==> src/rtl/weighted_index_sampler_assert.svh <==
// Assertion macros for the weighted index sampler.
`ifndef WEIGHTED_INDEX_SAMPLER_ASSERT_SVH
`define WEIGHTED_INDEX_SAMPLER_ASSERT_SVH

// Checks that a consequence holds in the same cycle as its cause.
`define WIS_ASSERT_SAME(label, cause, effect, msg) \
  label: assert property (@(posedge clk) disable iff (rst) (cause) |-> (effect)) \
    else $error(msg);

// Checks that a consequence holds in the cycle after its cause.
`define WIS_ASSERT_NEXT(label, cause, effect, msg) \
  label: assert property (@(posedge clk) disable iff (rst) (cause) |=> (effect)) \
    else $error(msg);

`endif

==> src/rtl/wis_pkg.sv <==
// Package with the sizes, codes and control types of the weighted index sampler.
package wis_pkg;

  // Table geometry and arithmetic widths.
  localparam int MAX_ENTRIES = 256;
  localparam int WEIGHT_BITS = 16;
  localparam int SUM_W       = 24;
  localparam int VAL_W       = 33;
  localparam int IDX_W       = $clog2(MAX_ENTRIES);
  localparam int CNT_W       = $clog2(MAX_ENTRIES + 1);
  localparam int V_LO_W      = 17;
  localparam int V_HI_W      = VAL_W - V_LO_W;
  localparam int P_LO_W      = V_LO_W + SUM_W;
  localparam int P_HI_W      = V_HI_W + SUM_W;
  localparam int RHS_W       = VAL_W + SUM_W;
  localparam int FRAC_W      = 32;

  // Operation codes.
  localparam logic [1:0] OP_CLEAR  = 2'd0;
  localparam logic [1:0] OP_APPEND = 2'd1;
  localparam logic [1:0] OP_DRAW   = 2'd2;
  localparam logic [1:0] OP_NONE   = 2'd3;

  // Status codes.
  localparam logic [1:0] STAT_OK    = 2'd0;
  localparam logic [1:0] STAT_NOPOS = 2'd1;
  localparam logic [1:0] STAT_FULL  = 2'd2;

  // Kinds of result word the controller asks for.
  localparam logic [2:0] RES_ZERO   = 3'd0;
  localparam logic [2:0] RES_APPEND = 3'd1;
  localparam logic [2:0] RES_FULL   = 3'd2;
  localparam logic [2:0] RES_NOPOS  = 3'd3;
  localparam logic [2:0] RES_DRAW   = 3'd4;

  // Commands from the controller to the datapath.
  typedef struct packed {
    logic       load;
    logic       clear;
    logic       append;
    logic       mul_lo;
    logic       mul_hi;
    logic       mul_sum;
    logic       search_init;
    logic       probe;
    logic       finish;
    logic [2:0] res_kind;
  } wis_cmd_t;

  // Status from the datapath to the controller.
  typedef struct packed {
    logic [1:0] op;
    logic       full;
    logic       empty;
    logic       value_zero;
    logic       search_done;
  } wis_stat_t;

endpackage

==> src/rtl/wis_ctrl.sv <==
// Controller state machine of the weighted index sampler.
module wis_ctrl
  import wis_pkg::*;
(
  input  logic      clk,
  input  logic      rst,
  input  logic      start,
  input  wis_stat_t stat,
  output logic      busy,
  output wis_cmd_t  cmd
);

  localparam logic [2:0] S_IDLE    = 3'd0;
  localparam logic [2:0] S_DECODE  = 3'd1;
  localparam logic [2:0] S_MUL_HI  = 3'd2;
  localparam logic [2:0] S_MUL_SUM = 3'd3;
  localparam logic [2:0] S_SEARCH  = 3'd4;
  localparam logic [2:0] S_COMPARE = 3'd5;

  logic [2:0] state;
  logic [2:0] state_next;

  // State register.
  always_ff @(posedge clk) begin
    if (rst) begin
      state <= S_IDLE;
    end else begin
      state <= state_next;
    end
  end

  assign busy = (state != S_IDLE);

  // Next state and command decode.
  always_comb begin
    state_next = state;
    cmd        = '0;
    cmd.res_kind = RES_ZERO;
    unique case (state)
      S_IDLE: begin
        if (start) begin
          cmd.load   = 1'b1;
          state_next = S_DECODE;
        end
      end
      S_DECODE: begin
        unique case (stat.op)
          OP_CLEAR: begin
            cmd.clear    = 1'b1;
            cmd.finish   = 1'b1;
            cmd.res_kind = RES_ZERO;
            state_next   = S_IDLE;
          end
          OP_APPEND: begin
            cmd.finish = 1'b1;
            state_next = S_IDLE;
            if (stat.full) begin
              cmd.res_kind = RES_FULL;
            end else begin
              cmd.append   = 1'b1;
              cmd.res_kind = RES_APPEND;
            end
          end
          OP_DRAW: begin
            if (stat.empty) begin
              cmd.finish   = 1'b1;
              cmd.res_kind = RES_NOPOS;
              state_next   = S_IDLE;
            end else if (stat.value_zero) begin
              cmd.finish   = 1'b1;
              cmd.res_kind = RES_ZERO;
              state_next   = S_IDLE;
            end else begin
              cmd.mul_lo = 1'b1;
              state_next = S_MUL_HI;
            end
          end
          OP_NONE: begin
            cmd.finish   = 1'b1;
            cmd.res_kind = RES_ZERO;
            state_next   = S_IDLE;
          end
          default: begin
            state_next = S_IDLE;
          end
        endcase
      end
      S_MUL_HI: begin
        cmd.mul_hi = 1'b1;
        state_next = S_MUL_SUM;
      end
      S_MUL_SUM: begin
        cmd.mul_sum     = 1'b1;
        cmd.search_init = 1'b1;
        state_next      = S_SEARCH;
      end
      S_SEARCH: begin
        if (stat.search_done) begin
          cmd.finish   = 1'b1;
          cmd.res_kind = RES_DRAW;
          state_next   = S_IDLE;
        end else begin
          state_next = S_COMPARE;
        end
      end
      S_COMPARE: begin
        cmd.probe  = 1'b1;
        state_next = S_SEARCH;
      end
      default: begin
        state_next = S_IDLE;
      end
    endcase
  end

endmodule

==> config.mk <==
export PLATFORM = sky130hd
export DESIGN_NAME = wis_ctrl
export DESIGN_NICKNAME = d
export VERILOG_FILES = /design/src/rtl/weighted_index_sampler_assert.svh /design/src/rtl/wis_pkg.sv /design/src/rtl/wis_ctrl.sv
export SDC_FILE = /design/constraint.sdc
export NUM_CORES = 1
export LEC_CHECK = 0
export ABC_CLOCK_PERIOD_IN_PS = 1190
export BUFFER_PORTS_ARGS = -buffer_cell sky130_fd_sc_hd__buf_2
export CAP_MARGIN = 20
export CORE_AREA = 2 2 39 41
export CTS_CLUSTER_SIZE = 12
export DETAILED_ROUTE_END_ITERATION = 16
export DIE_AREA = 0 0 41 43
export PLACE_DENSITY_LB_ADDON = 0.05
export REMOVE_ABC_BUFFERS = 1
export SYNTH_ARGS = -nofsm -noshare
export SYNTH_HDL_FRONTEND = slang
export SYNTH_SLANG_ARGS = --single-unit
==> constraint.sdc <==
create_clock -name clk -period 1.19 [get_ports clk]
set_input_delay 0.119 -clock clk [delete_from_list [all_inputs] [get_ports clk]]
set_output_delay 0.119 -clock clk [all_outputs]
set_load 0.005 [all_outputs]
==> results of run 1 <==
-- critical path: stages (launching register included) --
cell	delay (ps)
dfxtp_4	360
nor2b_4	180
and2b_1	170
and3_1	140
buf_2	100
-- what timing repair did --
item | in CTS | in global routing
pin swaps | 2 | 2
setup endpoints to repair | 13 | 10
setup buffers | 1 | 1
resized for setup | 4 | 7
-- area by class of cell --
cell class	count	area, sq um	area share, %
Timing Repair Buffer	25	135	24.3
Inverter	3	11.3	2.02
Sequential cell	3	71.3	12.8
Multi-Input combinational cell	37	293	52.6
Clock buffer	4	26.3	4.72
Tap cell	16	20.0	3.60
-- how the worst min path moves through the flow --
stage	end	startpoint	cells past startpoint
2_1_floorplan	state[2]	rst	1
3_3_place_gp	state[2]	rst	2
3_5_place_dp	state[2]	rst	2
4_1_cts	state[2]	rst	2
5_1_grt	state[2]	rst	2
6_report	state[2]	rst	2
-- per-layer routing --
metal	vias up	global-route usage (%)	wire [um]
met3	0	0	34
met2	10	18.8	482
li1	203	-	-
met4	0	12.0	0
met1	180	14.0	345
met5	-	0	0
-- report_power, final --
part / internal (mW) / total [mW] / leakage [nW] / switching (mW)
registers: 0.0986 / 0.102 / 0.0266 / 0.00351
logic: 0.0473 / 0.0883 / 0.277 / 0.0410
clock network: 0.126 / 0.182 / 0.0150 / 0.0560
total: 0.272 / 0.372 / 0.319 / 0.101
-- synth_stat cells, drive strengths merged (2+ instances only) --
library cell,number
a21oi,3
and2,2
buf,3
dfxtp,3
ha,5
inv,3
nand2b,2
nand3b,2
nor2,6
nor2b,2
nor3b,3
-- cell families after synthesis --
group	count (synthesis)	share of synthesized area, %
fa+ha+maj	5	17.2
buf+inv	6	9.65
xor+xnor	1	2.41
compound gates	7	11.4
simple gates	24	42.8
flops	3	16.6
-- through the flow --
step                      hold WS [ps]  setup TNS [ps]
after floorplan                    191               0
after global placement             318               0
after detailed placement           326               0
after CTS                         65.5            -657
after global routing              78.2           -1040
final                             70.6            -583
==> flow_metrics.py, run 1 <==
metrics = {
    "outcome": {
        "status": "complete, but fails checks",
        "violations": "negative setup slack",
    },
    "logic_synthesis": {
        "synth_edf_count": 0,
        "ys_seq_elements": 3,
        "ys.flop_type": "dfxtp_1",
        "synth_top_area_cell": "ha_1",
        "synth_area_sq_um": 363,
        "synth_area_leaders": "ha_1 17%, dfxtp_1 17%, nor2_1 6.2%",
        "synth_top_area_share_pct": 17.2,
        "synthCells": 46,
        "yosysSeqAreaShare_pct": 16.6,
        "synth.avg_cell_area_sq_um": 7.89,
        "yosysWarnings": 0,
        "synth-async-reset-ratio_pct": 0,
        "post_synth_num_cell_types": 26,
    },
    "finish": {
        "drive_gt1_share_pct": 52.8,
        "max_flop_register": "state",
        "fin_cells": 88,
        "nFillCells": 152,
        "insertedDiodeCount": 0,
        "layout_commonest_cell": "buf_2",
        "fin_util_pct": 40.2,
        "final_cell_area_sq_um": 557,
        "largest_reg_flops": 3,
        "final_cell_mix": "21 x buf_2, 6 x nor2_1, 5 x ha_1, 4 x buf_4",
        "area_delta_synth_final_pct": 53.4,
        "nets": 87,
        "top_regs": "state: 3 flops",
    },
    "pwr": {
        "p_leak_nw": 0.319,
        "power.density_nw_per_um2": 669,
        "p_total_mw": 0.372,
        "peakVddDrop_mv": 0.235,
    },
    "timing": {
        "final_hold_viol_count": 0,
        "timing.fmax_mhz": 766,
        "slew_violations": 0,
        "rsz0062_at_grt": "yes",
        "max_slew.worst_pin.slew_ps": 256,
        "finClkSkew_ps": 2.88,
        "slew_headroom_pct": 82.9,
        "fin_crit_ps": 1310,
        "min_period_over_period_pct": 110,
        "setup_viol": 7,
        "setup_ws_ps": -115,
    },
    "setup_path": {
        "cp-end-kind": "primary output",
        "cp-startpoint": "state[0]",
        "path_class": "reg2out",
        "crit_path_start_kind": "flip-flop",
        "r2r-start": "state[1]",
        "crit_fanout": 6,
        "worstPathRequired_ps": 1070,
        "r2r_slack_ps": 200,
        "arrival_ps": 1190,
        "worstRegToRegCells": 3,
        "r2r_end": "state[0]",
        "endpoint": "cmd[8]",
    },
    "clock_network": {
        "h-tree-depth": 1,
        "path_clk_slew_ps": 40,
        "cts_tree": "built",
        "clock-sinks": 3,
        "cts_hold_buf": 0,
        "clk_latency_ps": 240,
        "cts_buffers": 3,
        "clockBufferDepth": 2,
        "root_buffer": "clkbuf_4",
    },
    "floorplan": {
        "start_util_pct": 26.2,
        "dieArea_sq_um": 1760,
        "die_y_um": 43,
        "dieWidth_um": 41,
        "rows": 14,
        "coreArea_sq_um": 1380,
        "ioPinCount": 22,
    },
    "placement": {
        "placed_area_sq_um": 479,
        "hpwl_um": 681,
        "port_buffers": 21,
        "dp.cells": 82,
        "gp_congestion": 0.639,
        "place_ws_ps": 41.2,
    },
    "route": {
        "wl_per_cell_um": 9.80,
        "drc_errors": 0,
        "drt_iter0_markers": 0,
        "vias_per_cell": 4.47,
        "ant_nets": 0,
        "wirelength_um": 862,
        "first_pass_iters": 1,
        "vias": 393,
    },
    "grt": {
        "gr-usage-all-layers_pct": 12.2,
        "grt_max_degree": 12,
        "grt_pass1_vias": 398,
        "grt_overflow_total": 0,
        "antenna_found_initial": 0,
        "grt_pass1_wl_um": 1430,
    },
    "min_path": {
        "hold_class": "in2reg",
    },
    "run": {
        "drv_cap": 0,
    },
}
(Power assumes the default switching activity.)
==> run 2: changes to the inputs <==
- PLACE_DENSITY: not set -> 0.54
- PLACE_DENSITY_LB_ADDON: 0.05 -> not set
==> run 2 against run 1 <==
- design area up 0.22%
- the flow still finishes with violations (negative setup slack)
- non-clock buffer count up 1
- wire length up 0.70%
- maximum frequency up 0.27%
- cell count up 1.1%
- combinational power down 2%
- flip-flop and latch count unchanged
==> flow_metrics.py, run 2 (same netlist as run 1, synthesis figures left out) <==
metrics = {
    "timing": {
        "final_hold_viol_count": 0,
        "timing.fmax_mhz": 768,
        "tns_ps": -627,
        "finClkSkew_ps": 1.57,
        "fin_crit_ps": 1300,
        "slew_violations": 0,
        "min_period_over_period_pct": 109,
        "slew_headroom_pct": 79.7,
        "setup_ws_ps": -112,
        "setup_viol": 8,
        "rsz0062_at_grt": "yes",
        "max_slew.worst_pin.slew_ps": 304,
    },
    "placement": {
        "place_ws_ps": 55.5,
        "port_buffers": 21,
        "gp_congestion": 0.610,
        "hpwl_um": 647,
        "dp.cells": 83,
        "placed_area_sq_um": 487,
    },
    "finish": {
        "drive_gt1_share_pct": 52.1,
        "multi_input_area_sq_um": 285,
        "seq_area_sq_um": 68.8,
        "insertedDiodeCount": 0,
        "area_delta_synth_final_pct": 53.8,
        "layout_commonest_cell": "buf_2",
        "largest_reg_flops": 3,
        "max_flop_register": "state",
        "nFillCells": 150,
        "nets": 88,
        "final_cell_area_sq_um": 558,
        "fin_cells": 89,
        "top_regs": "state: 3 flops",
        "final_cell_mix": "21 x buf_2, 5 x nor2_1, 5 x ha_1, 4 x buf_4",
    },
    "floorplan": {
        "ioPinCount": 22,
        "dieWidth_um": 41,
        "rows": 14,
        "coreArea_sq_um": 1380,
        "dieArea_sq_um": 1760,
        "die_y_um": 43,
        "start_util_pct": 26.2,
    },
    "clock_network": {
        "clk_latency_ps": 240,
        "path_clk_slew_ps": 40,
        "clock-sinks": 3,
        "clockBufferDepth": 2,
        "cts_hold_buf": 0,
        "cts_buffers": 3,
        "cts_tree": "built",
        "h-tree-depth": 1,
        "root_buffer": "clkbuf_4",
    },
    "route": {
        "wirelength_um": 868,
        "drt_iter0_markers": 2,
        "vias_per_cell": 4.48,
        "vias": 399,
        "ant_nets": 0,
        "drc_errors": 0,
        "first_pass_iters": 4,
        "wl_per_cell_um": 9.75,
    },
    "setup_path": {
        "crit_fanout": 6,
        "arrival_ps": 1180,
        "worstPathRequired_ps": 1070,
        "crit_path_start_kind": "flip-flop",
        "cp-end-kind": "primary output",
        "path_class": "reg2out",
    },
    "min_path": {
        "hold_class": "in2reg",
    },
    "pwr": {
        "p_leak_nw": 0.323,
        "p_clk_share_pct": 48.8,
        "internal_power_mw": 0.274,
        "p_sw_mw": 0.0993,
        "combPwrFrac_pct": 23.2,
        "peakVddDrop_mv": 0.256,
        "p_sw_share_pct": 26.6,
        "power.density_nw_per_um2": 670,
        "seqPwrFrac_pct": 28.0,
    },
    "grt": {
        "grt_pass1_vias": 329,
        "gr-usage-all-layers_pct": 10.9,
        "grt_pass1_wl_um": 1260,
        "grt_overflow_total": 0,
        "antenna_found_initial": 0,
        "grt_max_degree": 11,
    },
    "outcome": {
        "status": "complete, but fails checks",
        "violations": "negative setup slack",
    },
    "run": {
        "drv_cap": 0,
    },
}
## run 2: changes by cell type in the layout (fill, tap and decap cells not counted), sizes merged
cell and change:
buf +1
## run 2: worst max-delay path, cell delays in order, from the launching register on
cell	delay [ps]
dfxtp_4	360
nor2b_4	160
and2b_1	170
and3_1	150
buf_2	100
## run 2: repair_timing
item                                    CTS  global route
pin swaps                                 2             1
resized for setup                         4             6
endpoints found under the setup margin   13            11
setup buffers                             2             0
## run 2: layout make-up
cell class	count	share of cell area, %
Clock buffer	4	4.71
Inverter	3	2.02
Multi-Input combinational cell	37	51.1
Sequential cell	3	12.3
Tap cell	16	3.59
Timing Repair Buffer	26	26.2
## run 2: power by group through the flow
stage | registers, mW | logic (mW) | clock network [mW]
global placement | 0.109 | 0.0764 | 0
global route | 0.105 | 0.0991 | 0.203
detailed placement | 0.109 | 0.0764 | 0
CTS | 0.106 | 0.0828 | 0.188
floorplan | 0.108 | 0.0393 | 0
finish | 0.105 | 0.0868 | 0.182
## run 2: path summary, 6_finish.rpt
check        startpoint  endpoint  slack, ps  cells past startpoint
max            state[0]    cmd[8]       -110                      4
min                 rst  state[2]         70                      2
max reg2reg    state[1]  state[0]        180                      3
min reg2reg    state[2]  state[1]        510                      1
## run 2: metrics by stage
step	util, %	total power [mW]	hold slack, ps
4_1_cts	38.6	0.377	66.4
6_report	40.3	0.374	68.5
5_1_grt	40.3	0.407	60.9
3_3_place_gp	35.2	0.185	318
2_1_floorplan	-	0.148	191
3_5_place_dp	35.2	0.185	324
## run 2: routing by layer
metal / global-route usage, % / routed length, um / vias up
met2: 16.9 / 436 / 21
met4: 8.00 / 9 / 0
li1: - / - / 207
met1: 10.6 / 330 / 169
met5: 0 / 0 / -
met3: 5.24 / 92 / 2
==> run 3: changes to the inputs <==
- CORE_AREA: 2 2 39 41 -> 5 5 42 44
- DIE_AREA: 0 0 41 43 -> 0 0 47 49
==> run 3 against run 2 <==
- the run still ends with negative setup slack left
- clock-buffer cell count stayed put
- design area is 0.22% lower
- sequential power is 4% lower
- clock power hardly changed
- highest routed layer is now met3
==> flow_metrics.py, run 3 (same netlist as run 1, synthesis figures left out) <==
metrics = {
    "route": {
        "vias": 391,
        "drc_errors": 0,
        "drt_iter0_markers": 1,
        "vias_per_cell": 4.44,
        "ant_nets": 0,
        "wl_per_cell_um": 10.3,
        "wirelength_um": 906,
        "first_pass_iters": 2,
    },
    "timing": {
        "slew_headroom_pct": 80.0,
        "timing.fmax_mhz": 766,
        "max_slew.worst_pin.slew_ps": 299,
        "fin_crit_ps": 1310,
        "min_period_over_period_pct": 110,
        "rsz0062_at_grt": "yes",
        "final_hold_viol_count": 0,
        "tns_ps": -466,
        "setup_ws_ps": -115,
        "slew_violations": 0,
        "hold_slack_ps": 72.4,
        "finClkSkew_ps": 7.65,
        "setup_viol": 6,
    },
    "pwr": {
        "peakVddDrop_mv": 0.394,
        "p_leak_nw": 0.319,
        "power.density_nw_per_um2": 663,
        "p_total_mw": 0.369,
    },
    "finish": {
        "drive_gt1_share_pct": 52.8,
        "top_regs": "state: 3 flops",
        "area_delta_synth_final_pct": 53.4,
        "nets": 87,
        "largest_reg_flops": 3,
        "insertedDiodeCount": 0,
        "final_cell_mix": "21 x buf_2, 6 x nor2_1, 5 x ha_1, 4 x buf_4",
        "layout_commonest_cell": "buf_2",
        "fin_cells": 88,
        "max_flop_register": "state",
    },
    "floorplan": {
        "rows": 14,
        "dieArea_sq_um": 2300,
        "coreArea_sq_um": 1400,
        "dieWidth_um": 47,
        "start_util_pct": 25.9,
        "die_y_um": 49,
        "ioPinCount": 22,
    },
    "min_path": {
        "hp-start": "rst",
        "holdPathEnd": "state[2]",
        "hold_class": "in2reg",
        "hold_depth": 2,
    },
    "setup_path": {
        "arrival_ps": 1190,
        "crit_fanout": 5,
        "worstRegToRegCells": 4,
        "r2r-start": "state[1]",
        "r2r_slack_ps": 250,
        "cp-startpoint": "state[0]",
        "path_class": "reg2out",
        "crit_path_start_kind": "flip-flop",
        "worstPathRequired_ps": 1070,
        "r2r_end": "state[2]",
        "cp-end-kind": "primary output",
    },
    "clock_network": {
        "cts_buffers": 3,
        "root_buffer": "clkbuf_4",
        "path_clk_slew_ps": 40,
        "cts_tree": "built",
        "clock-sinks": 3,
        "clk_latency_ps": 240,
        "clockBufferDepth": 2,
        "cts_hold_buf": 0,
        "h-tree-depth": 1,
    },
    "grt": {
        "grt_pass1_vias": 327,
        "antenna_found_initial": 0,
        "gr-usage-all-layers_pct": 7.95,
        "grt_pass1_wl_um": 1350,
        "grt_overflow_total": 0,
        "grt_max_degree": 11,
    },
    "placement": {
        "place_ws_ps": 20.2,
        "gp_congestion": 0.703,
        "dp.cells": 81,
        "hpwl_um": 697,
        "port_buffers": 21,
    },
    "run": {
        "drv_cap": 0,
    },
    "outcome": {
        "status": "complete, but fails checks",
        "violations": "negative setup slack",
    },
}
## run 3: changes by cell type in the layout (fill, tap and decap cells not counted), sizes merged
cell and change:
buf -1
## run 3: worst max-delay path, stage by stage (launching register included)
cell	delay (ps)
dfxtp_4	350
nor2b_4	180
and2b_1	170
and3_1	140
buf_2	100
## run 3: repair_timing
action                                  4_1_cts  5_1_grt
resized for setup                             5        6
setup buffers                                 3        0
pin swaps                                     3        3
endpoints found under the hold margin         0        0
endpoints found under the setup margin       13        9
gates cloned                                  0        0
## run 3: layout make-up
| cell class | instances | area (sq um) |
|---|---|---|
| multi-input cells | 37 | 293 |
| clock buffers | 4 | 26.3 |
| well taps | 16 | 20.0 |
| fillers | 166 | 845 |
| repair buffers | 25 | 135 |
| inverters | 3 | 11.3 |
| flip-flops and latches | 3 | 71.3 |
## run 3: worst max path at each step
stage | to | cells past startpoint
6_report | cmd[8] | 4
5_1_grt | cmd[8] | 4
4_1_cts | cmd[9] | 4
3_5_place_dp | cmd[9] | 4
3_3_place_gp | cmd[3] | 3
2_1_floorplan | cmd[3] | 2
## run 3: metrics by stage
| stage | utilization, % | instance area, sq um |
|---|---|---|
| finish | 39.7 | 557 |
| global route | 39.7 | 557 |
| CTS | 37.8 | 529 |
| detailed placement | 33.7 | 472 |
| global placement | 33.7 | 472 |
| floorplan | - | 339 |
## run 3: where the power goes
part           leakage [nW]  total (mW)  switching, mW  internal (mW)
Combinational         0.277      0.0862         0.0413         0.0449
Sequential           0.0266       0.101        0.00286         0.0984
Clock                0.0150       0.182         0.0558          0.126
Total                 0.319       0.369         0.0999          0.269
## run 3: layer usage
metal  wire length (um)  vias up  track usage (%)
met2                424       18             11.3
li1                   -      204                -
met3                 98        0             5.54
met4                  0        0             2.76
met5                  0        -                0
met1                384      169             9.19
